`src/hw/rtl/fcgird_pkg.sv`:
```
// Shared types and constants for the FastCGI record deframer.
`timescale 1ns / 1ps
`default_nettype none

package fcgird_pkg;

  localparam logic [7:0] TYPE_PARAMS = 8'd4;
  localparam logic [7:0] TYPE_STDIN  = 8'd5;

  localparam logic [6:0] LEN_LOW_MASK = 7'h7f;
  localparam int unsigned LEN_SHIFT_HI  = 24;
  localparam int unsigned LEN_SHIFT_MID = 16;

  // Header byte positions
  localparam logic [2:0] HDR_VERSION = 3'd0;
  localparam logic [2:0] HDR_TYPE    = 3'd1;
  localparam logic [2:0] HDR_ID_HI   = 3'd2;
  localparam logic [2:0] HDR_ID_LO   = 3'd3;
  localparam logic [2:0] HDR_LEN_HI  = 3'd4;
  localparam logic [2:0] HDR_LEN_LO  = 3'd5;
  localparam logic [2:0] HDR_PAD     = 3'd6;
  localparam logic [2:0] HDR_RSVD    = 3'd7;

  // Length byte positions within a long pair length
  localparam logic [1:0] LB_FIRST  = 2'd0;
  localparam logic [1:0] LB_SECOND = 2'd1;
  localparam logic [1:0] LB_THIRD  = 2'd2;
  localparam logic [1:0] LB_LAST   = 2'd3;

  typedef enum logic [2:0] {
    KIND_HEADER   = 3'd0,
    KIND_PADDING  = 3'd1,
    KIND_SKIPPED  = 3'd2,
    KIND_PAIR_LEN = 3'd3,
    KIND_NAME     = 3'd4,
    KIND_VALUE    = 3'd5,
    KIND_BODY     = 3'd6
  } kind_t;

  typedef enum logic [2:0] {
    PH_NAME_LEN  = 3'd0,
    PH_VALUE_LEN = 3'd1,
    PH_NAME      = 3'd2,
    PH_VALUE     = 3'd3
  } phase_t;

  typedef struct packed {
    phase_t      phase;
    logic [1:0]  len_idx;
    logic [30:0] name_cnt;
    logic [30:0] value_cnt;
    logic        discard;
  } pair_state_t;

  localparam pair_state_t PAIR_CLEAR = '{
    phase:     PH_NAME_LEN,
    len_idx:   LB_FIRST,
    name_cnt:  31'd0,
    value_cnt: 31'd0,
    discard:   1'b0
  };

  typedef struct packed {
    kind_t       byte_kind;
    logic [7:0]  data_byte;
    logic [7:0]  record_kind;
    logic [15:0] current_request;
    logic        pair_complete;
    logic        pair_overrun;
    logic        record_end;
    logic        request_done;
  } result_t;

endpackage

`default_nettype wire

```
`src/hw/rtl/fcgird_if.sv`:
```
// Valid/ready channel interfaces for the deframer input and result streams.
`timescale 1ns / 1ps
`default_nettype none

interface fcgird_in_if;
  logic       valid;
  logic       ready;
  logic [7:0] stream_byte;

  modport source (output valid, output stream_byte, input ready);
  modport sink   (input valid, input stream_byte, output ready);
endinterface

interface fcgird_out_if;
  logic        valid;
  logic        ready;
  logic [2:0]  byte_kind;
  logic [7:0]  data_byte;
  logic [7:0]  record_kind;
  logic [15:0] current_request;
  logic        pair_complete;
  logic        pair_overrun;
  logic        record_end;
  logic        request_done;

  modport source (
    output valid, output byte_kind, output data_byte, output record_kind,
    output current_request, output pair_complete, output pair_overrun,
    output record_end, output request_done, input ready
  );
  modport sink (
    input valid, input byte_kind, input data_byte, input record_kind,
    input current_request, input pair_complete, input pair_overrun,
    input record_end, input request_done, output ready
  );
endinterface

`default_nettype wire

```
`src/hw/rtl/fcgird_pair_parse.sv`:
```
// Name-value pair length decode and pair tracking for one PARAMS content byte.
`timescale 1ns / 1ps
`default_nettype none

module fcgird_pair_parse (
  input  wire logic [7:0]           data_byte,
  input  wire logic [15:0]          rem,       // content bytes left after this one
  input  wire fcgird_pkg::pair_state_t cur,
  output fcgird_pkg::pair_state_t   nxt,
  output fcgird_pkg::kind_t         kind,
  output logic                      pair_complete,
  output logic                      pair_overrun
);

  logic [30:0] acc;
  logic [30:0] name_dec;
  logic [30:0] value_dec;
  logic [31:0] len_sum;
  logic        len_done;
  logic        cut_short;

  always_comb begin
    nxt           = cur;
    kind          = fcgird_pkg::KIND_PAIR_LEN;
    pair_complete = 1'b0;
    pair_overrun  = 1'b0;
    len_done      = 1'b0;
    cut_short     = 1'b0;
    name_dec  = (cur.name_cnt != 31'd0) ? cur.name_cnt - 31'd1 : cur.name_cnt;
    value_dec = (cur.value_cnt != 31'd0) ? cur.value_cnt - 31'd1 : cur.value_cnt;
    acc = (cur.phase == fcgird_pkg::PH_NAME_LEN) ? cur.name_cnt : cur.value_cnt;
    len_sum = 32'd0;

    unique case (cur.len_idx)
      fcgird_pkg::LB_FIRST: begin
        if (data_byte[7]) begin
          if (rem < 16'd3) begin
            cut_short = 1'b1;
          end else begin
            acc = 31'(data_byte[6:0] & fcgird_pkg::LEN_LOW_MASK) << fcgird_pkg::LEN_SHIFT_HI;
            nxt.len_idx = fcgird_pkg::LB_SECOND;
          end
        end else begin
          acc = {23'd0, data_byte};
          len_done = 1'b1;
        end
      end
      fcgird_pkg::LB_SECOND: begin
        acc = acc | (31'(data_byte) << fcgird_pkg::LEN_SHIFT_MID);
        nxt.len_idx = fcgird_pkg::LB_THIRD;
      end
      fcgird_pkg::LB_THIRD: begin
        acc = acc | {15'd0, data_byte, 8'd0};
        nxt.len_idx = fcgird_pkg::LB_LAST;
      end
      fcgird_pkg::LB_LAST: begin
        acc = acc | {23'd0, data_byte};
        nxt.len_idx = fcgird_pkg::LB_FIRST;
        len_done = 1'b1;
      end
    endcase

    if (cur.discard) begin
      nxt  = cur;
      kind = fcgird_pkg::KIND_SKIPPED;
    end else begin
      unique case (cur.phase)
        fcgird_pkg::PH_NAME: begin
          nxt.len_idx  = cur.len_idx;
          nxt.name_cnt = name_dec;
          kind         = fcgird_pkg::KIND_NAME;
          if (name_dec == 31'd0) begin
            if (cur.value_cnt != 31'd0) begin
              nxt.phase = fcgird_pkg::PH_VALUE;
            end else begin
              pair_complete = 1'b1;
              nxt.phase     = fcgird_pkg::PH_NAME_LEN;
            end
          end
        end
        fcgird_pkg::PH_VALUE: begin
          nxt.len_idx   = cur.len_idx;
          nxt.value_cnt = value_dec;
          kind          = fcgird_pkg::KIND_VALUE;
          if (value_dec == 31'd0) begin
            pair_complete = 1'b1;
            nxt.phase     = fcgird_pkg::PH_NAME_LEN;
          end
        end
        fcgird_pkg::PH_NAME_LEN: begin
          if (cut_short) begin
            nxt.len_idx  = cur.len_idx;
            pair_overrun = 1'b1;
            nxt.discard  = 1'b1;
          end else begin
            nxt.name_cnt = acc;
            if (len_done) begin
              nxt.phase     = fcgird_pkg::PH_VALUE_LEN;
              nxt.value_cnt = 31'd0;
              if (rem == 16'd0) begin
                pair_overrun = 1'b1;
                nxt.discard  = 1'b1;
              end
            end
          end
        end
        fcgird_pkg::PH_VALUE_LEN: begin
          if (cut_short) begin
            nxt.len_idx  = cur.len_idx;
            pair_overrun = 1'b1;
            nxt.discard  = 1'b1;
          end else begin
            nxt.value_cnt = acc;
            len_sum = {1'b0, cur.name_cnt} + {1'b0, acc};
            if (len_done) begin
              if (len_sum > {16'd0, rem}) begin
                pair_overrun = 1'b1;
                nxt.discard  = 1'b1;
              end else if (cur.name_cnt != 31'd0) begin
                nxt.phase = fcgird_pkg::PH_NAME;
              end else if (acc != 31'd0) begin
                nxt.phase = fcgird_pkg::PH_VALUE;
              end else begin
                pair_complete = 1'b1;
                nxt.phase     = fcgird_pkg::PH_NAME_LEN;
              end
            end
          end
        end
        default: begin
          nxt         = cur;
          nxt.discard = 1'b1;
          kind        = fcgird_pkg::KIND_SKIPPED;
        end
      endcase
    end
  end

endmodule

`default_nettype wire

```
`src/hw/rtl/fastcgi_record_deframer_core.sv`:
```
// FastCGI record deframer top level: byte tagging, record and request tracking.
//
//   channel  | dir | handshake     | transaction
//   ---------+-----+---------------+------------------------------------------
//   in_ch    | in  | valid/ready   | one stream byte
//   out_ch   | out | valid/ready   | byte tag, record type, request id, flags
//
// One byte per cycle sustained while out_ch.ready is high; each result appears in
// the cycle after its byte is taken, from a single output register.
// The parser state advances on the accepting edge; the whole per-byte update
// (header fields, content and padding counters, pair length decode with the
// 32-bit length check) is one combinational pass.
// in_ch.ready stays high while the output register is empty or being drained.
// Synchronous active-low reset clears all parser state and the output valid.
`timescale 1ns / 1ps
`default_nettype none

module fastcgi_record_deframer_core (
  input  wire logic     clk,
  input  wire logic     rst_n,
  fcgird_in_if.sink     in_ch,
  fcgird_out_if.source  out_ch
);

  logic [2:0]  hdr_idx_r,    hdr_idx_nxt;
  logic [7:0]  rec_type_r,   rec_type_nxt;
  logic [15:0] content_r,    content_nxt;
  logic [7:0]  padding_r,    padding_nxt;
  logic [15:0] kept_id_r,    kept_id_nxt;
  logic        params_fin_r, params_fin_nxt;
  logic        stdin_fin_r,  stdin_fin_nxt;
  logic [7:0]  id_high_r,    id_high_nxt;
  logic        rec_empty_r,  rec_empty_nxt;
  fcgird_pkg::pair_state_t pair_r, pair_nxt;

  logic                 out_valid_r;
  fcgird_pkg::result_t  out_data_r;
  fcgird_pkg::result_t  res;

  logic [15:0] content_dec;
  logic [7:0]  padding_dec;
  logic        in_fire;

  fcgird_pkg::pair_state_t pp_nxt;
  fcgird_pkg::kind_t       pp_kind;
  logic                    pp_complete;
  logic                    pp_overrun;

  assign content_dec = content_r - 16'd1;
  assign padding_dec = padding_r - 8'd1;

  assign in_ch.ready = !out_valid_r || out_ch.ready;
  assign in_fire     = in_ch.valid && in_ch.ready;

  fcgird_pair_parse u_pair (
    .data_byte     (in_ch.stream_byte),
    .rem           (content_dec),
    .cur           (pair_r),
    .nxt           (pp_nxt),
    .kind          (pp_kind),
    .pair_complete (pp_complete),
    .pair_overrun  (pp_overrun)
  );

  always_comb begin
    hdr_idx_nxt    = hdr_idx_r;
    rec_type_nxt   = rec_type_r;
    content_nxt    = content_r;
    padding_nxt    = padding_r;
    kept_id_nxt    = kept_id_r;
    params_fin_nxt = params_fin_r;
    stdin_fin_nxt  = stdin_fin_r;
    id_high_nxt    = id_high_r;
    rec_empty_nxt  = rec_empty_r;
    pair_nxt       = pair_r;

    res.byte_kind       = fcgird_pkg::KIND_HEADER;
    res.data_byte       = in_ch.stream_byte;
    res.pair_complete   = 1'b0;
    res.pair_overrun    = 1'b0;
    res.record_end      = 1'b0;
    res.request_done    = 1'b0;

    priority if (hdr_idx_r != fcgird_pkg::HDR_VERSION ||
                 (content_r == 16'd0 && padding_r == 8'd0)) begin
      res.byte_kind = fcgird_pkg::KIND_HEADER;
      unique case (hdr_idx_r)
        fcgird_pkg::HDR_VERSION: ;
        fcgird_pkg::HDR_TYPE:    rec_type_nxt = in_ch.stream_byte;
        fcgird_pkg::HDR_ID_HI:   id_high_nxt  = in_ch.stream_byte;
        fcgird_pkg::HDR_ID_LO: begin
          if (kept_id_r == 16'd0) kept_id_nxt = {id_high_r, in_ch.stream_byte};
        end
        fcgird_pkg::HDR_LEN_HI:  content_nxt = {in_ch.stream_byte, 8'd0};
        fcgird_pkg::HDR_LEN_LO:  content_nxt = content_r | {8'd0, in_ch.stream_byte};
        fcgird_pkg::HDR_PAD:     padding_nxt = in_ch.stream_byte;
        fcgird_pkg::HDR_RSVD: begin
          pair_nxt      = fcgird_pkg::PAIR_CLEAR;
          rec_empty_nxt = (content_r == 16'd0);
          res.record_end = (content_r == 16'd0) && (padding_r == 8'd0);
        end
      endcase
      hdr_idx_nxt = hdr_idx_r + 3'd1;
    end else if (content_r != 16'd0) begin
      content_nxt = content_dec;
      if (rec_type_r == fcgird_pkg::TYPE_PARAMS) begin
        res.byte_kind     = pp_kind;
        res.pair_complete = pp_complete;
        res.pair_overrun  = pp_overrun;
        pair_nxt          = pp_nxt;
      end else if (rec_type_r == fcgird_pkg::TYPE_STDIN) begin
        res.byte_kind = fcgird_pkg::KIND_BODY;
      end else begin
        res.byte_kind = fcgird_pkg::KIND_SKIPPED;
      end
      res.record_end = (content_dec == 16'd0) && (padding_r == 8'd0);
    end else begin
      res.byte_kind  = fcgird_pkg::KIND_PADDING;
      padding_nxt    = padding_dec;
      res.record_end = (padding_dec == 8'd0);
    end

    if (res.record_end && rec_empty_nxt) begin
      if (rec_type_nxt == fcgird_pkg::TYPE_PARAMS) begin
        params_fin_nxt = 1'b1;
      end else if (rec_type_nxt == fcgird_pkg::TYPE_STDIN) begin
        stdin_fin_nxt = 1'b1;
      end
    end

    res.record_kind     = rec_type_nxt;
    res.current_request = kept_id_nxt;
    res.request_done    = res.record_end && params_fin_nxt && stdin_fin_nxt;

    if (res.request_done) begin
      kept_id_nxt    = 16'd0;
      params_fin_nxt = 1'b0;
      stdin_fin_nxt  = 1'b0;
      pair_nxt       = fcgird_pkg::PAIR_CLEAR;
    end
  end

  always_ff @(posedge clk) begin
    if (!rst_n) begin
      hdr_idx_r    <= fcgird_pkg::HDR_VERSION;
      rec_type_r   <= 8'd0;
      content_r    <= 16'd0;
      padding_r    <= 8'd0;
      kept_id_r    <= 16'd0;
      params_fin_r <= 1'b0;
      stdin_fin_r  <= 1'b0;
      id_high_r    <= 8'd0;
      rec_empty_r  <= 1'b0;
      pair_r       <= fcgird_pkg::PAIR_CLEAR;
    end else if (in_fire) begin
      hdr_idx_r    <= hdr_idx_nxt;
      rec_type_r   <= rec_type_nxt;
      content_r    <= content_nxt;
      padding_r    <= padding_nxt;
      kept_id_r    <= kept_id_nxt;
      params_fin_r <= params_fin_nxt;
      stdin_fin_r  <= stdin_fin_nxt;
      id_high_r    <= id_high_nxt;
      rec_empty_r  <= rec_empty_nxt;
      pair_r       <= pair_nxt;
    end
  end

  always_ff @(posedge clk) begin
    if (!rst_n) begin
      out_valid_r <= 1'b0;
    end else if (in_fire) begin
      out_valid_r <= 1'b1;
    end else if (out_ch.ready) begin
      out_valid_r <= 1'b0;
    end
  end

  always_ff @(posedge clk) begin
    if (in_fire) begin
      out_data_r <= res;
    end
  end

  assign out_ch.valid           = out_valid_r;
  assign out_ch.byte_kind       = out_data_r.byte_kind;
  assign out_ch.data_byte       = out_data_r.data_byte;
  assign out_ch.record_kind     = out_data_r.record_kind;
  assign out_ch.current_request = out_data_r.current_request;
  assign out_ch.pair_complete   = out_data_r.pair_complete;
  assign out_ch.pair_overrun    = out_data_r.pair_overrun;
  assign out_ch.record_end      = out_data_r.record_end;
  assign out_ch.request_done    = out_data_r.request_done;

endmodule

`default_nettype wire

```
`src/flat_wrapper.sv`:
```
// flat-port wrapper written by rule: the top's interface ports become plain ports
module fastcgi_record_deframer_core_flat 
  (clk, rst_n, in_ch_valid, in_ch_stream_byte, in_ch_ready, out_ch_valid, out_ch_byte_kind, out_ch_data_byte, out_ch_record_kind, out_ch_current_request, out_ch_pair_complete, out_ch_pair_overrun, out_ch_record_end, out_ch_request_done, out_ch_ready);
  fcgird_in_if in_ch_i ();
  fcgird_out_if out_ch_i ();
  input  wire logic clk;
  input  wire logic rst_n;
  input wire logic [$bits(in_ch_i.valid)-1:0] in_ch_valid;
  input wire logic [$bits(in_ch_i.stream_byte)-1:0] in_ch_stream_byte;
  output wire logic [$bits(in_ch_i.ready)-1:0] in_ch_ready;
  output wire logic [$bits(out_ch_i.valid)-1:0] out_ch_valid;
  output wire logic [$bits(out_ch_i.byte_kind)-1:0] out_ch_byte_kind;
  output wire logic [$bits(out_ch_i.data_byte)-1:0] out_ch_data_byte;
  output wire logic [$bits(out_ch_i.record_kind)-1:0] out_ch_record_kind;
  output wire logic [$bits(out_ch_i.current_request)-1:0] out_ch_current_request;
  output wire logic [$bits(out_ch_i.pair_complete)-1:0] out_ch_pair_complete;
  output wire logic [$bits(out_ch_i.pair_overrun)-1:0] out_ch_pair_overrun;
  output wire logic [$bits(out_ch_i.record_end)-1:0] out_ch_record_end;
  output wire logic [$bits(out_ch_i.request_done)-1:0] out_ch_request_done;
  input wire logic [$bits(out_ch_i.ready)-1:0] out_ch_ready;
  assign in_ch_i.valid = in_ch_valid;
  assign in_ch_i.stream_byte = in_ch_stream_byte;
  assign in_ch_ready = in_ch_i.ready;
  assign out_ch_valid = out_ch_i.valid;
  assign out_ch_byte_kind = out_ch_i.byte_kind;
  assign out_ch_data_byte = out_ch_i.data_byte;
  assign out_ch_record_kind = out_ch_i.record_kind;
  assign out_ch_current_request = out_ch_i.current_request;
  assign out_ch_pair_complete = out_ch_i.pair_complete;
  assign out_ch_pair_overrun = out_ch_i.pair_overrun;
  assign out_ch_record_end = out_ch_i.record_end;
  assign out_ch_request_done = out_ch_i.request_done;
  assign out_ch_i.ready = out_ch_ready;
  fastcgi_record_deframer_core u_core (.clk(clk), .rst_n(rst_n), .in_ch(in_ch_i), .out_ch(out_ch_i));
endmodule
```
`config.mk`:
```
export PLATFORM = sky130hd
export DESIGN_NAME = fastcgi_record_deframer_core_flat
export DESIGN_NICKNAME = d
export VERILOG_FILES = /design/src/hw/rtl/fcgird_pkg.sv /design/src/hw/rtl/fcgird_if.sv /design/src/hw/rtl/fcgird_pair_parse.sv /design/src/hw/rtl/fastcgi_record_deframer_core.sv /design/src/flat_wrapper.sv
export SDC_FILE = /design/constraint.sdc
export NUM_CORES = 1
export LEC_CHECK = 0
export BUFFER_PORTS_ARGS = -buffer_cell sky130_fd_sc_hd__buf_2
export CELL_PAD_IN_SITES_DETAIL_PLACEMENT = 0
export CELL_PAD_IN_SITES_GLOBAL_PLACEMENT = 2
export CORE_MARGIN = 8
export CORE_UTILIZATION = 40
export DETAILED_ROUTE_END_ITERATION = 8
export GPL_TIMING_DRIVEN = 0
export PLACE_DENSITY = 0.89
export SKIP_LAST_GASP = 1
export SLEW_MARGIN = 30
export SYNTH_ARGS = -nofsm -noshare
export SYNTH_HDL_FRONTEND = slang
export SYNTH_SLANG_ARGS = --single-unit
```
`constraint.sdc`:
```
create_clock -name clk -period 13.82 [get_ports clk]
set_clock_uncertainty 0.05 [all_clocks]
set_input_delay 1.382 -clock clk [delete_from_list [all_inputs] [get_ports clk]]
set_output_delay 1.382 -clock clk [all_outputs]
set_load 0.01 [all_outputs]
```
Word-level counts from Yosys, hierarchy flattened

Cells that the tools add are included.

Register bits: 170
Output and inout bits: 41

Add/sub/neg operators: 6
Order comparisons: 2
Equality and inequality tests: 31
Muxes and demuxes: 86
Bitwise operators: 6
Reduce and logical (&&, ||, !) cells: 44

Operators by type and width:

| cell                  | number |
|---|---|
| $mux 68               | 6 |
| $mux 31               | 6 |
| $pmux 31 s4           | 1 |
| $mux 16               | 6 |
| $pmux 31 s3           | 1 |
| $reduce_bool 31->1    | 3 |
| $logic_not 31->1      | 2 |
| $mux 62               | 1 |
| $pmux 31 s2           | 1 |
| $sub 31x1->31 const B | 2 |
| $logic_not 16->1      | 3 |
| $mux 8                | 5 |
| $mux 1                | 34 |
| $mux 3                | 11 |
| $add 31x31->32        | 1 |
| $eq 8x3->1 const B    | 4 |
| $gt 32x16->1          | 1 |
| $mux 32               | 1 |
| $pmux 16 s2           | 1 |
| $or 31x16->31         | 1 |
| $or 31x24->31         | 1 |
| $or 31x8->31          | 1 |
| $ne 4x2->1 const B    | 7 |
| $pmux 5 s4            | 1 |
| other kinds (42)      | 74 |

Longest topological paths before layout

Gate-level depths: netlist (run 1).

Word-level depth: 17
Depth in mapped cells: 34
Gate-level depth less buffers: 32

Hierarchy

From an unflattened synthesis (run 1), not the netlist that was laid out.

Cells, all modules: 2068
Area, all modules: 14478.9 um2

By module, submodules not included:

| module                       | instances | cells each | area each (um2) | seq. area each (um2) |
|---|---|---|---|---|
| fastcgi_record_deframer_core | 1         | 844        | 7358.3          | 3793.6 |
| fcgird_pair_parse            | 1         | 1224       | 7120.6          | 0.0 |

Worst setup path after synthesis (run 1)

Ideal clock, no wire load.

Path type: input port to flip-flop
From: input in_ch_stream_byte[7]
To: register u_core.pair_r[65] in the netlist's numbering
Library setup time: 0.072 ns
Arrival: 6.785 ns
Slack: 6.913 ns
Stages: 30
Path through: clkbuf_1 nand2_1 nor3_1 nand4_1 and2_1 clkbuf_1 clkbuf_1 o21ai_0 ha_1 a21o_1 nand4_1 a31o_2 nand3_1 and2_1 o21ai_0 nand2b_1 a31oi_1 xnor2_1 ha_1 nand4_1 or4_1 a21oi_1 nor3_1 o21bai_1 o2111ai_1 nor4_1 and4_1 a311o_1 a21oi_2 mux2i_1

Cells in the longest elaborated chain, start to end: 14

RTL lines:

| element                                                                 | line                                | text |
|---|---|---|
| start, declared                                                         | flat_wrapper.sv:9                   | `input wire logic [$bits(in_ch_i.stream_byte)-1:0] in_ch_stream_byte;` |
| parallel branches: the longest is 14 deep, another holds $add 31x31->32 | --                                  |  |
| end signal, assigned                                                    | fastcgi_record_deframer_core.sv:154 | `pair_r <= fcgird_pkg::PAIR_CLEAR;` |
| end signal, assigned                                                    | fastcgi_record_deframer_core.sv:165 | `pair_r <= pair_nxt;` |
| end, declared                                                           | fastcgi_record_deframer_core.sv:34  | `fcgird_pkg::pair_state_t pair_r, pair_nxt;` |

Parallel ways; which one is timed is not known. The select of a mux whose other input is x is not followed.
A chain may end at the register's enable or synchronous reset.

Final worst setup path (run 1)

From: register u_core.content_r[2]
To: register u_core.out_data_r, in the netlist u_core.out_ch.pair_complete (data pin)

Cells in the longest elaborated chain, start to end: 12

RTL lines:

| element                                                                 | line                                | text |
|---|---|---|
| start, declared                                                         | fastcgi_record_deframer_core.sv:27  | `logic [15:0] content_r, content_nxt;` |
| start signal, assigned                                                  | fastcgi_record_deframer_core.sv:158 | `content_r <= content_nxt;` |
| parallel branches: the longest is 12 deep, another holds $add 31x31->32 | --                                  |  |
| end signal, assigned                                                    | fastcgi_record_deframer_core.sv:181 | `out_data_r <= res;` |
| end, declared                                                           | fastcgi_record_deframer_core.sv:37  | `fcgird_pkg::result_t out_data_r;` |

Parallel ways; which one is timed is not known.

==> results.md, run 1 <==
- NumNets Final: 1,999
- Hold-fix buffers at CTS: 0
- Standby leakage power: 5.98 nW
- Slowest cell on crit path: sky130_fd_sc_hd__o21ai_1
- Worst hold path startpoint: u_core.rec_empty_r$_SDFFE_PN0P_
- Worst setup path start: u_core.content_r[2]$_SDFFE_PN0P_
- Sum of met3 wire segment lengths after detailed routing: about 4.4 mm
- CTS-repair resized insts: 0
- Netlist cell types: ~90
- Total track usage: roughly 27%
- Chip height: about 200 um
- Final wirelength: approximately 57 mm
- DRC violation count after routing: 0
- Required time at the worst-slack endpoint: 14.01 ns
- Synth Cell Area: approximately 14,000 sq um
- Average instance area after synthesis: 7.40 sq um
- Clock Pin Slew Worst Setup and Hold Paths: 0.08 ns
- HPWL after DPL: ~43 mm
- Antenna violations before repair: 1
- Insertion delay to the later sink of the worst-skew pair: 0.46 ns
- Number of warnings issued by yosys: 0
- TritonCTS clock tree: done
- First-pass GRT wire length: 85.7 mm
- Count of final hold-check violations: 0
- Core outline area: 33,600 sq um
- Wl on met1: 24.3 mm
- Start-to-end type of the worst setup path: flip-flop to flip-flop
- Global placement routability congestion: 0.986
- Flop and latch count out of synthesis: 169
- Synth top area cells: sky130_fd_sc_hd__dfxtp_1 (19%), sky130_fd_sc_hd__edfxtp_1 (8.6%), sky130_fd_sc_hd__a21oi_1 (7.0%)
- Largest area contributor in the synthesized netlist: sky130_fd_sc_hd__dfxtp_1
- I/O pin count: between 50 and 60
- Post-detailed-route via-to-cell ratio: 6.21
- Iteration count of the initial detailed-routing pass: 6
- Critical Path Sink Type: flip-flop
- Mean routed wirelength per cell: 23.8 um
- Actual slew at the worst max-slew pin: 1.08 ns
- Pin count of the biggest net entering global routing: between 40 and 50
- Highest cell delay on the worst timing path: 0.67 ns
- Result of the run: complete, no violations
- RSZ-0062 raised after global routing: no
- Sequential fraction of the synthesis area: 27.6%
- Count of pins over their slew limit: 0
- Antenna-violating nets left: 0
- Depth of the CTS H-tree: 4
- Arr. time, crit path: 9.55 ns
- Worst VDD drop: roughly 0.12 mV
- Total length of routed met2 wires: ~26 mm
- Pwr Density: 139 nW/um^2
- Area occupied by multi-input gates: 9150 sq um
- Buffer count from post-CTS setup fixing: 0
- Fraction of layout instances using a drive strength above 1: 8.13%
- Number of global-route vias before repair: roughly 14,000
- Total number of placement rows: 67
- Total inserted antenna cells: 0
- Worst-path fanout max: 10
- Buffer depth of the longest clock path: 2
- Kind of start point of the critical path: flip-flop
- Full die area: 40,300 sq um
- Share of Yosys cell area claimed by the top area cell type: 19.0%
- Number of endpoints failing setup at the final stage: 0
- Port Buf Inserts: 51
- Total Neg Setup Slack: 0 ns
- Filler cells: 3,593
- Number of buffer and inverter stages on the critical path: 4
- Num Clock Sinks: 169
- Detailed router's first-iteration violation count: 1,492
- Cell class contributing the biggest share of worst-path delay: simple AND/OR/NAND/NOR gates
- Die extent in x: 201 um
- Cells after synthesis: 1,846
- Total number of vias: 14,800
- Syn nets: 1,928
- GR Overflow Total: 0
- Number of enable-type register cells in the synthesized netlist: 39
- Most instantiated flip-flop cell in the synthesis netlist: sky130_fd_sc_hd__dfxtp_1
- Fin crit period: 9.35 ns
- Area Overhead vs Synth: 10.3%
- Maximum capacitance violations: 0
- Reg-to-Reg Start: u_core.content_r[2]$_SDFFE_PN0P_
- Storage cell area: 3770 sq um
- Slew Limit Headroom: 27.5%
- Total CTS buffers: 17
- CTS root buf: sky130_fd_sc_hd__clkbuf_16
- Top routing layer used: met4
- Cell Count, Final, Fillers Out: approximately 2,400
- Effective utilization at floorplan: 40.6%
- Achievable clock frequency: 107 MHz
- Asr flop ratio synth: 0%
- Fin crit share: 67.7%
- Worst hold path type: flip-flop to flip-flop
- Cell count after placement: approximately 2,300
-- through the flow --
stage          cell area (sq um)  setup slack (ns)  power (W)  utilization [%]  hold WS, ns
6_report                   15100              4.47    0.00209             44.8        0.446
5_1_grt                    15100              3.97    0.00220             44.8        0.474
4_1_cts                    15100              4.72    0.00208             44.8        0.448
3_5_place_dp               14500              4.37    0.00159             43.1        0.431
3_3_place_gp               14500              4.09    0.00158             43.1        0.424
2_1_floorplan              13700              6.91    0.00127                -        0.405
-- synthesized netlist by cell type, types with 6 or more instances --
| master | n |
|---|---|
| sky130_fd_sc_hd__nor2_1 | 243 |
| sky130_fd_sc_hd__edfxtp_1 | 39 |
| sky130_fd_sc_hd__dfxtp_1 | 130 |
| sky130_fd_sc_hd__buf_1 | 7 |
| sky130_fd_sc_hd__a21o_1 | 33 |
| sky130_fd_sc_hd__buf_2 | 15 |
| sky130_fd_sc_hd__mux2i_1 | 37 |
| sky130_fd_sc_hd__ha_1 | 69 |
| sky130_fd_sc_hd__or3_1 | 21 |
| sky130_fd_sc_hd__a22oi_1 | 30 |
| sky130_fd_sc_hd__mux2_2 | 9 |
| sky130_fd_sc_hd__xor2_1 | 34 |
| sky130_fd_sc_hd__a21oi_1 | 190 |
| sky130_fd_sc_hd__a31oi_1 | 19 |
| sky130_fd_sc_hd__o211ai_1 | 12 |
| sky130_fd_sc_hd__nand3_1 | 44 |
| sky130_fd_sc_hd__a41oi_1 | 7 |
| sky130_fd_sc_hd__a211o_1 | 7 |
| sky130_fd_sc_hd__or4_1 | 18 |
| sky130_fd_sc_hd__and3_1 | 15 |
| sky130_fd_sc_hd__inv_1 | 51 |
| sky130_fd_sc_hd__o21ai_0 | 82 |
| sky130_fd_sc_hd__or2_2 | 9 |
| sky130_fd_sc_hd__a2111oi_0 | 9 |
| sky130_fd_sc_hd__and2_1 | 15 |
| sky130_fd_sc_hd__a211oi_1 | 22 |
| sky130_fd_sc_hd__nor4_1 | 30 |
| sky130_fd_sc_hd__nand2_1 | 192 |
| sky130_fd_sc_hd__xnor2_1 | 37 |
| sky130_fd_sc_hd__o31ai_1 | 14 |
| sky130_fd_sc_hd__o2111ai_1 | 12 |
| sky130_fd_sc_hd__nand4_1 | 34 |
| sky130_fd_sc_hd__nor2b_1 | 7 |
| sky130_fd_sc_hd__nor3_1 | 99 |
| sky130_fd_sc_hd__a22o_1 | 6 |
| sky130_fd_sc_hd__nand2b_1 | 10 |
| sky130_fd_sc_hd__nor4_2 | 6 |
| sky130_fd_sc_hd__clkbuf_1 | 112 |
-- area by class of cell --
class | instances | area share (%)
Multi-Input combinational cell | 1487 | 60.7
Sequential cell | 169 | 25.0
Tap cell | 448 | 3.72
Buffer | 137 | 3.70
Clock buffer | 19 | 2.87
Timing Repair Buffer | 52 | 1.74
Inverter | 53 | 1.32
Clock inverter | 13 | 0.913
-- layout by cell type, fill, tap and decap left out, drive strengths merged, types with 9 or more instances in the layout --
master   netlist  final
and3          15     15
a21o          33     33
nor3         102    102
inv           52     57
clkbuf       112    131
o2111ai       12     12
a21oi        192    192
buf           25     77
nand3         44     44
o31ai         14     14
mux2           9      9
nand4         36     36
a31oi         19     19
nand2b        10     10
nor2         245    245
o21ai         86     86
mux2i         37     37
or3           21     21
o211ai        12     12
dfxtp        130    130
ha            69     69
or2           11     11
a22oi         30     30
or4           22     22
nand2        192    192
and2          15     15
edfxtp        39     39
xnor2         37     37
xor2          34     34
a2111oi       10     10
nor4          37     37
a211oi        22     22
-- worst paths after layout --
kind | to | slack (ns) | cells after the start
worst max register to register | u_core.out_ch.pair_complete$_SDFFCE_PP0P_ | 4.47 | 30
worst max-delay path | u_core.out_ch.pair_complete$_SDFFCE_PP0P_ | 4.47 | 30
worst min register to register | u_core.rec_empty_r$_SDFFE_PN0P_ | 0.45 | 2
worst min-delay path | u_core.rec_empty_r$_SDFFE_PN0P_ | 0.45 | 2
-- layer usage --
layer	vias to the layer above	global-route usage, %
li1	6929	-
met1	7039	35.7
met2	692	43.4
met3	114	4.58
met4	0	11.7
met5	-	0
-- registers in the layout (all words and copies together), names as in the netlist, 8 cells and up --
signal / flops
u_core.kept_id_r: 16
u_core.rec_type_r: 8
u_core.out_ch.data_byte: 8
u_core.padding_r: 8
u_core.id_high_r: 8
u_core.pair_r: 67
u_core.out_ch.current_request: 16
u_core.content_r: 16
u_core.out_ch.record_kind: 8
-- worst reg2reg max path: cells and delay by family (launching register included) --
kind | cells | cell delay [ns]
flops | 1 | 0.30
compound gates | 9 | 2.80
xor+xnor | 1 | 0.11
buf+inv | 4 | 1.06
simple gates | 14 | 4.11
fa+ha+maj | 2 | 0.73
-- logic make-up (layout without fill, tap and decap cells) --
kind of cell	Yosys count	after routing	share of synthesized area, %
compound gates	516	516	24.4
xor+xnor	71	71	4.55
fa+ha+maj	70	70	6.46
buf+inv	190	274	5.49
flops	169	169	27.6
mux	46	46	3.45
simple gates	784	784	28.0
-- power breakdown --
part           switching, W  internal [W]
clock              0.000243      0.000239
combinational      0.000711      0.000314
sequential        0.0000391      0.000546
total              0.000992       0.00110
(Power assumes the default switching activity.)
==> inputs of run 2 (changes only) <==
CORE_UTILIZATION = 34   (was 40)
PLACE_DENSITY = 0.81   (was 0.89)
clock period = 8.16 ns   (was 13.82 ns; I/O delays follow)
==> run 2 against run 1 <==
  * Count of clock-buffer cells in the layout did not move
  * Non-clock buffer count rose by 3
  * Via count rose by 0.41%
  * Sequential share of layout area fell by 0.43 points
  * First-iteration DRC count fell by 3.4%
  * Critical endpoint unchanged
==> results.md, run 2 (synthesized netlist as in run 1, its figures left out) <==
- Result of the run: complete, no violations
- Kind of start point of the critical path: flip-flop
- Total track usage: 23.9% (-3.2 points)
- Worst-path fanout max: 8 (-2)
- Achievable clock frequency: 126 MHz (+18%)
- Area Overhead vs Synth: 12.2%
- Standby leakage power: 6.07 nW (+1.5%)
- Highest cell delay on the worst timing path: 0.59 ns (-0.08 ns)
- GR Overflow Total: 0 (unchanged)
- Cell Count, Final, Fillers Out: 2,458 (+3.4%)
- Effective utilization at floorplan: 34.4% (-6.3 points)
- Chip height: 216 um (+7.8%)
- Post-detailed-route via-to-cell ratio: 6.04 (-2.9%)
- Fin crit period: 7.93 ns (-1.43 ns)
- Worst hold path type: flip-flop to flip-flop
- Antenna-violating nets left: 0 (unchanged)
- Arr. time, crit path: 8.14 ns (-1.41 ns)
- Total number of placement rows: 73 (+9.0%)
- Total inserted antenna cells: 0 (unchanged)
- Count of pins over their slew limit: 0 (unchanged)
- Port Buf Inserts: 51 (unchanged)
- Maximum capacitance violations: 0 (unchanged)
- Hold-fix buffers at CTS: 0 (unchanged)
- Pwr Density: 238 nW/um^2 (+71%)
- I/O pin count: 53 (unchanged)
- Fin crit share: 97.1% (+29 points)
- Slowest cell on crit path: sky130_fd_sc_hd__or4_1
- Required time at the worst-slack endpoint: 8.37 ns (-5.64 ns)
- Die extent in x: 216 um (+7.8%)
- Hold slack: 0.452 ns (+0.00615 ns)
- TritonCTS clock tree: done
- Critical Path Sink Type: flip-flop
- Flop2flop setup slack: 0.23 ns (-4.23 ns)
- Worst VDD drop: 0.157 mV (+32%)
- Max reg flops: 67 (unchanged)
- Number of global-route vias before repair: 13,900 (+0.95%)
- Most common cell after layout, fill and taps aside: sky130_fd_sc_hd__nor2_1
- Fraction of layout instances using a drive strength above 1: 9.36% (+1.2 points)
- Depth of the CTS H-tree: 4 (unchanged)
- DRC violation count after routing: 0 (unchanged)
- CTS root buf: sky130_fd_sc_hd__clkbuf_16
- Worst setup path start: u_core.content_r[8]$_SDFFE_PN0P_
- Number of cells on the worst reg-to-reg path: 28 (-6.7%)
- HPWL after DPL: 44.5 mm (+2.6%)
- First-pass GRT wire length: 87.1 mm (+1.7%)
- Buffer depth of the longest clock path: 2 (unchanged)
- Count of final hold-check violations: 0 (unchanged)
- Clock Pin Slew Worst Setup and Hold Paths: 0.08 ns (about the same)
- Global placement routability congestion: 0.970 (-1.6%)
- Insertion delay to the later sink of the worst-skew pair: 0.46 ns (about the same)
- Most used cells in the layout excluding fill and tap cells: sky130_fd_sc_hd__nor2_1 (241), sky130_fd_sc_hd__nand2_1 (191), sky130_fd_sc_hd__a21oi_1 (190)
- NumNets Final: 2,002 (+0.15%)
- Antenna violations before repair: 0 (-1)
- Mean routed wirelength per cell: 23.6 um (-0.75%)
- Slew Limit Headroom: 31.4% (+3.9 points)
- Final wirelength: 58.0 mm (+2.6%)
- Iteration count of the initial detailed-routing pass: 6 (unchanged)
- End point of the critical path: u_core.out_ch.pair_complete$_SDFFCE_PP0P_
- Num Clock Sinks: 169 (unchanged)
- Detailed router's first-iteration violation count: 1,441 (-3.4%)
- Cell count after placement: 2,423 (+3.3%)
- Number of endpoints failing setup at the final stage: 0 (unchanged)
- Actual slew at the worst max-slew pin: 1.02 ns (-0.0582 ns)
- Full die area: 46,900 sq um (+16%)
- Start-to-end type of the worst setup path: flip-flop to flip-flop
- Total number of vias: 14,800 (+0.41%)
- Total CTS buffers: 17 (unchanged)
- Utilization after layout: 38.6% (-6.2 points)
- Biggest register: u_core.pair_r
- Reg-to-Reg Start: u_core.content_r[8]$_SDFFE_PN0P_
- RSZ-0062 raised after global routing: no
- Core outline area: 39,700 sq um (+18%)
- Worst r2r dst: u_core.out_ch.pair_complete$_SDFFCE_PP0P_
- Most common cell on crit path: sky130_fd_sc_hd__nand2_1
- Pin count of the biggest net entering global routing: 49 (unchanged)
- Total Power Consumption: 0.00365 W (+74%)
==> run 2: changes by cell type in the layout (fill, tap and decap cells not counted), moves of 3 or more <==
| cell | previous run | this run |
|---|---|---|
| sky130_fd_sc_hd__clkinvlp_4 | 3 | 0 |
| sky130_fd_sc_hd__buf_4 | 2 | 7 |
| sky130_fd_sc_hd__clkinv_8 | 3 | 0 |
| sky130_fd_sc_hd__clkbuf_1 | 111 | 107 |
| sky130_fd_sc_hd__inv_6 | 3 | 6 |
==> run 2: worst min path at each step <==
stage / startpoint / endpoint / slack (ns) / cells after the start
detailed placement: u_core.id_high_r[4]$_SDFFE_PN0P_ / u_core.id_high_r[4]$_SDFFE_PN0P_ / 0.44 / 2
floorplan: u_core.rec_empty_r$_SDFFE_PN0P_ / u_core.rec_empty_r$_SDFFE_PN0P_ / 0.41 / 2
CTS: u_core.content_r[5]$_SDFFE_PN0P_ / u_core.content_r[5]$_SDFFE_PN0P_ / 0.45 / 2
global route: u_core.id_high_r[2]$_SDFFE_PN0P_ / u_core.id_high_r[2]$_SDFFE_PN0P_ / 0.47 / 2
global placement: u_core.rec_empty_r$_SDFFE_PN0P_ / u_core.rec_empty_r$_SDFFE_PN0P_ / 0.43 / 2
finish: u_core.rec_empty_r$_SDFFE_PN0P_ / u_core.rec_empty_r$_SDFFE_PN0P_ / 0.45 / 2
==> run 2: routing by layer <==
metal / share of wire [%] / vias to the layer above / global-route usage, %
met5: 0 / - / 0
met4: 3.4 / 0 / 8.63
met3: 6.2 / 99 / 3.02
met2: 46 / 560 / 39.0
met1: 44 / 7247 / 32.1
li1: - / 6929 / -
==> run 2: critical path: cells and delay by family (launching register included) <==
kind            cells  cell delay, ns
fa+ha+maj           2            0.67
simple gates       16            4.61
xor+xnor            1            0.13
compound gates      7            1.57
flops               1            0.30
buf+inv             2            0.41
==> run 2: through the flow <==
| step | setup slack, ns | setup TNS (ns) | area [sq um] |
|---|---|---|---|
| after floorplan | 1.32 | 0 | 13700 |
| after global placement | -1.26 | -5.13 | 14600 |
| after detailed placement | -0.907 | -3.38 | 14600 |
| after CTS | 0.0158 | 0 | 15300 |
| after global routing | 0.00223 | 0 | 15300 |
| final | 0.233 | 0 | 15300 |
==> run 2: final cells by class <==
type,count,area [sq um]
inverter,53,199
tap,525,657
sequential,169,3770
timing repair buffer,56,293
fill,4220,24400
multi-input combinational,1487,9260
clock inverter,13,158
clock buffer,19,433
buffer,136,562
==> run 2: repair_timing <==
action                     CTS  global route
gates resized for setup     18            15
setup endpoints to repair    5             5
pin swaps                    3             1
setup buffers                2             2
==> run 2: power breakdown <==
group	leakage [nW]	switching, W	total [W]	internal, W
Clock	0.292	0.000404	0.000866	0.000462
Combinational	4.34	0.00122	0.00179	0.000570
Sequential	1.44	0.0000709	0.000995	0.000925
Total	6.07	0.00169	0.00365	0.00196
==> inputs of run 3 (changes only) <==
CELL_PAD_IN_SITES_DETAIL_PLACEMENT = unset   (was 0)
CELL_PAD_IN_SITES_GLOBAL_PLACEMENT = unset   (was 2)
CORE_UTILIZATION = 50   (was 34)
PLACE_DENSITY = 0.72   (was 0.81)
==> run 3 against run 2 <==
  * Cell area is 0.84% lower
  * Global-route usage is 7.7 points higher
  * Die area is 30% lower
  * Register-to-register slack better by 0.08 ns
  * Count of clock-buffer cells in the layout is 2 lower
  * Utilization is 18 points higher
  * Combinational power hardly changed
  * Critical path type unchanged
  * Critical endpoint unchanged
==> results.md, run 3 (synthesized netlist as in run 1, its figures left out) <==
- I/O pin count: 53 (unchanged)
- Area occupied by multi-input gates: 9280 sq um (+0.24%)
- Share of total power in sequential cells: 26.7% (-0.6 points)
- Port Buf Inserts: 51 (unchanged)
- Portion of total power attributed to combinational logic: 48.4% (-0.6 points)
- NumNets Final: 2,002 (unchanged)
- Count of final hold-check violations: 0 (unchanged)
- Achievable clock frequency: 127 MHz (+1.1%)
- Worst hold path type: flip-flop to flip-flop
- Cell Count, Final, Fillers Out: 2,274 (-7.5%)
- Most used cells in the layout excluding fill and tap cells: sky130_fd_sc_hd__nor2_1 (241), sky130_fd_sc_hd__nand2_1 (190), sky130_fd_sc_hd__a21oi_1 (190)
- Result of the run: complete, no violations
- Depth of the CTS H-tree: 4 (unchanged)
- Met3 Use GR: 6.88% (+3.9 points)
- Effective utilization at floorplan: 50.8% (+16 points)
- Insertion delay to the later sink of the worst-skew pair: 0.45 ns (about the same)
- Full die area: 32,900 sq um (-30%)
- Total CTS buffers: 17 (unchanged)
- Hold-fix buffers at CTS: 0 (unchanged)
- Worst VDD drop: 0.148 mV (-5.4%)
- Routing layer with the top usage in global route: met2
- Power spent charging and discharging nets: 0.00174 W (+2.7%)
- Number of global-route vias before repair: 14,200 (+2.5%)
- Cell count after placement: 2,238 (-7.6%)
- Die extent in x: 181 um (-16%)
- Fin crit share: 96.1% (-1.0 points)
- Fraction of layout instances using a drive strength above 1: 9.57% (+0.21 points)
- Non-Filler Cell Area, Final: 15,200 sq um (-0.84%)
- Slew Limit Headroom: 31.8% (+0.39 points)
- Slowest cell on crit path: sky130_fd_sc_hd__or4_1
- GR Layer Usage met2: 49.9% (+11 points)
- Critical Path Sink Type: flip-flop
- Buffer depth of the longest clock path: 2 (unchanged)
- Antenna-violating nets left: 0 (unchanged)
- DRC violation count after routing: 0 (unchanged)
- Standby leakage power: 6.12 nW (+0.71%)
- Hold slack: 0.457 ns (+0.00459 ns)
- Highest cell delay on the worst timing path: 0.59 ns (about the same)
- Mean routed wirelength per cell: 23.9 um (+1.3%)
- Total track usage: 31.6% (+7.7 points)
- Global routing met1 resource utilization: 39.5% (+7.4 points)
- First-pass GRT wire length: 82.0 mm (-5.8%)
- Net Sw Frac: 46.4% (+0.075 points)
- Utilization after layout: 56.6% (+18 points)
- Most common cell after layout, fill and taps aside: sky130_fd_sc_hd__nor2_1
- Global placement routability congestion: 1.06 (+9.0%)
- Total Neg Setup Slack: 0 ns (unchanged)
- Start-to-end type of the worst setup path: flip-flop to flip-flop
- Num Clock Sinks: 169 (unchanged)
- Pin count of the biggest net entering global routing: 49 (unchanged)
- Detailed router's first-iteration violation count: 1,852 (+29%)
- Biggest register: u_core.pair_r
- Arr. time, crit path: 8.07 ns (-0.07 ns)
- Filler cells: 2,598 (-38%)
- Required time at the worst-slack endpoint: 8.38 ns (about the same)
- Kind of start point of the critical path: flip-flop
- Pwr Density: 246 nW/um^2 (+3.4%)
- Total number of placement rows: 60 (-18%)
- Actual slew at the worst max-slew pin: 1.01 ns (-0.00442 ns)
- HPWL after DPL: 41.3 mm (-7.3%)
- Total inserted antenna cells: 0 (unchanged)
- GR Overflow Total: 0 (unchanged)
- TritonCTS clock tree: done
- Number of endpoints failing setup at the final stage: 0 (unchanged)
- Fin crit period: 7.84 ns (-0.0829 ns)
- Post-detailed-route via-to-cell ratio: 6.75 (+12%)
- Count of pins over their slew limit: 0 (unchanged)
- Core outline area: 26,900 sq um (-32%)
- Worst-path fanout max: 10 (+2)
- Storage cell area: 3770 sq um (unchanged)
- Area Overhead vs Synth: 11.3%
- Antenna violations before repair: 0 (unchanged)
- Iteration count of the initial detailed-routing pass: 6 (unchanged)
- Total number of vias: 15,300 (+3.4%)
- Chip height: 181 um (-16%)
- CTS root buf: sky130_fd_sc_hd__clkbuf_16
- Internal power component: 0.00200 W (+2.4%)
- Clock Pin Slew Worst Setup and Hold Paths: 0.08 ns (about the same)
- Post-placement cell area: 14,400 sq um (-1.6%)
- Clk pwr share: 24.9% (+1.2 points)
- Max reg flops: 67 (unchanged)
- Final wirelength: 54.4 mm (-6.3%)
- Maximum capacitance violations: 0 (unchanged)
-- run 3: cell types whose count changed in the layout (fill, tap and decap cells not counted), moves of 2 or more --
cell / delta
sky130_fd_sc_hd__clkinv_8: +6
sky130_fd_sc_hd__inv_6: -4
sky130_fd_sc_hd__clkbuf_2: -3
sky130_fd_sc_hd__clkinv_4: -2
sky130_fd_sc_hd__inv_8: +2
sky130_fd_sc_hd__nor4_2: -2
sky130_fd_sc_hd__xnor2_1: -2
sky130_fd_sc_hd__xnor2_2: +2
-- run 3: power by group through the flow --
stage	Sequential, W	Clock, W	Combinational [W]
6_report	0.000999	0.000931	0.00181
5_1_grt	0.00101	0.000966	0.00192
4_1_cts	0.000991	0.000932	0.00170
3_5_place_dp	0.00101	0	0.00166
3_3_place_gp	0.00101	0	0.00163
2_1_floorplan	0.00100	0	0.00115
-- run 3: final cells by class --
cell class,instances,area share [%]
Timing Repair Buffer,56,1.93
Sequential cell,169,24.8
Buffer,136,3.65
Clock buffer,17,2.80
Inverter,53,1.31
Multi-Input combinational cell,1487,61.0
Tap cell,341,2.81
Clock inverter,15,1.65
-- run 3: layer usage --
metal | up-vias | part of all wire (%)
li1 | 6913 | -
met1 | 7210 | 39
met2 | 982 | 44
met3 | 241 | 10
met4 | 0 | 6.5
met5 | - | 0
-- run 3: critical path: cells and delay by family, from the launching register on --
family                     cells  cell delay (ns)
and+or+nand+nor               12             2.77
AOI/OAI and AO/OA              8             1.75
buffers and inverters          4             1.59
adders and majority gates      3             1.06
DFF                            1             0.31
xor gates and xnor gates       1             0.15
-- run 3: path summary, 6_finish.rpt --
| check | endpoint | cells past startpoint | startpoint | slack (ns) |
|---|---|---|---|---|
| max | u_core.out_ch.pair_complete$_SDFFCE_PP0P_ | 28 | u_core.pair_r[66]$_SDFFE_PN0P_ | 0.32 |
| min | u_core.id_high_r[7]$_SDFFE_PN0P_ | 2 | u_core.id_high_r[7]$_SDFFE_PN0P_ | 0.46 |
| max reg2reg | u_core.out_ch.pair_complete$_SDFFCE_PP0P_ | 28 | u_core.pair_r[66]$_SDFFE_PN0P_ | 0.32 |
| min reg2reg | u_core.id_high_r[7]$_SDFFE_PN0P_ | 2 | u_core.id_high_r[7]$_SDFFE_PN0P_ | 0.46 |
-- run 3: through the flow --
step | setup slack [ns] | total power (W)
detailed placement | -0.834 | 0.00267
floorplan | 1.32 | 0.00215
global route | -0.0387 | 0.00390
global placement | -1.11 | 0.00263
CTS | 0.0195 | 0.00362
finish | 0.316 | 0.00374
-- run 3: what timing repair did --
action	in CTS	in global routing
setup buffers	2	3
endpoints found under the setup margin	5	5
gates resized for setup	16	17
pin swaps	4	2
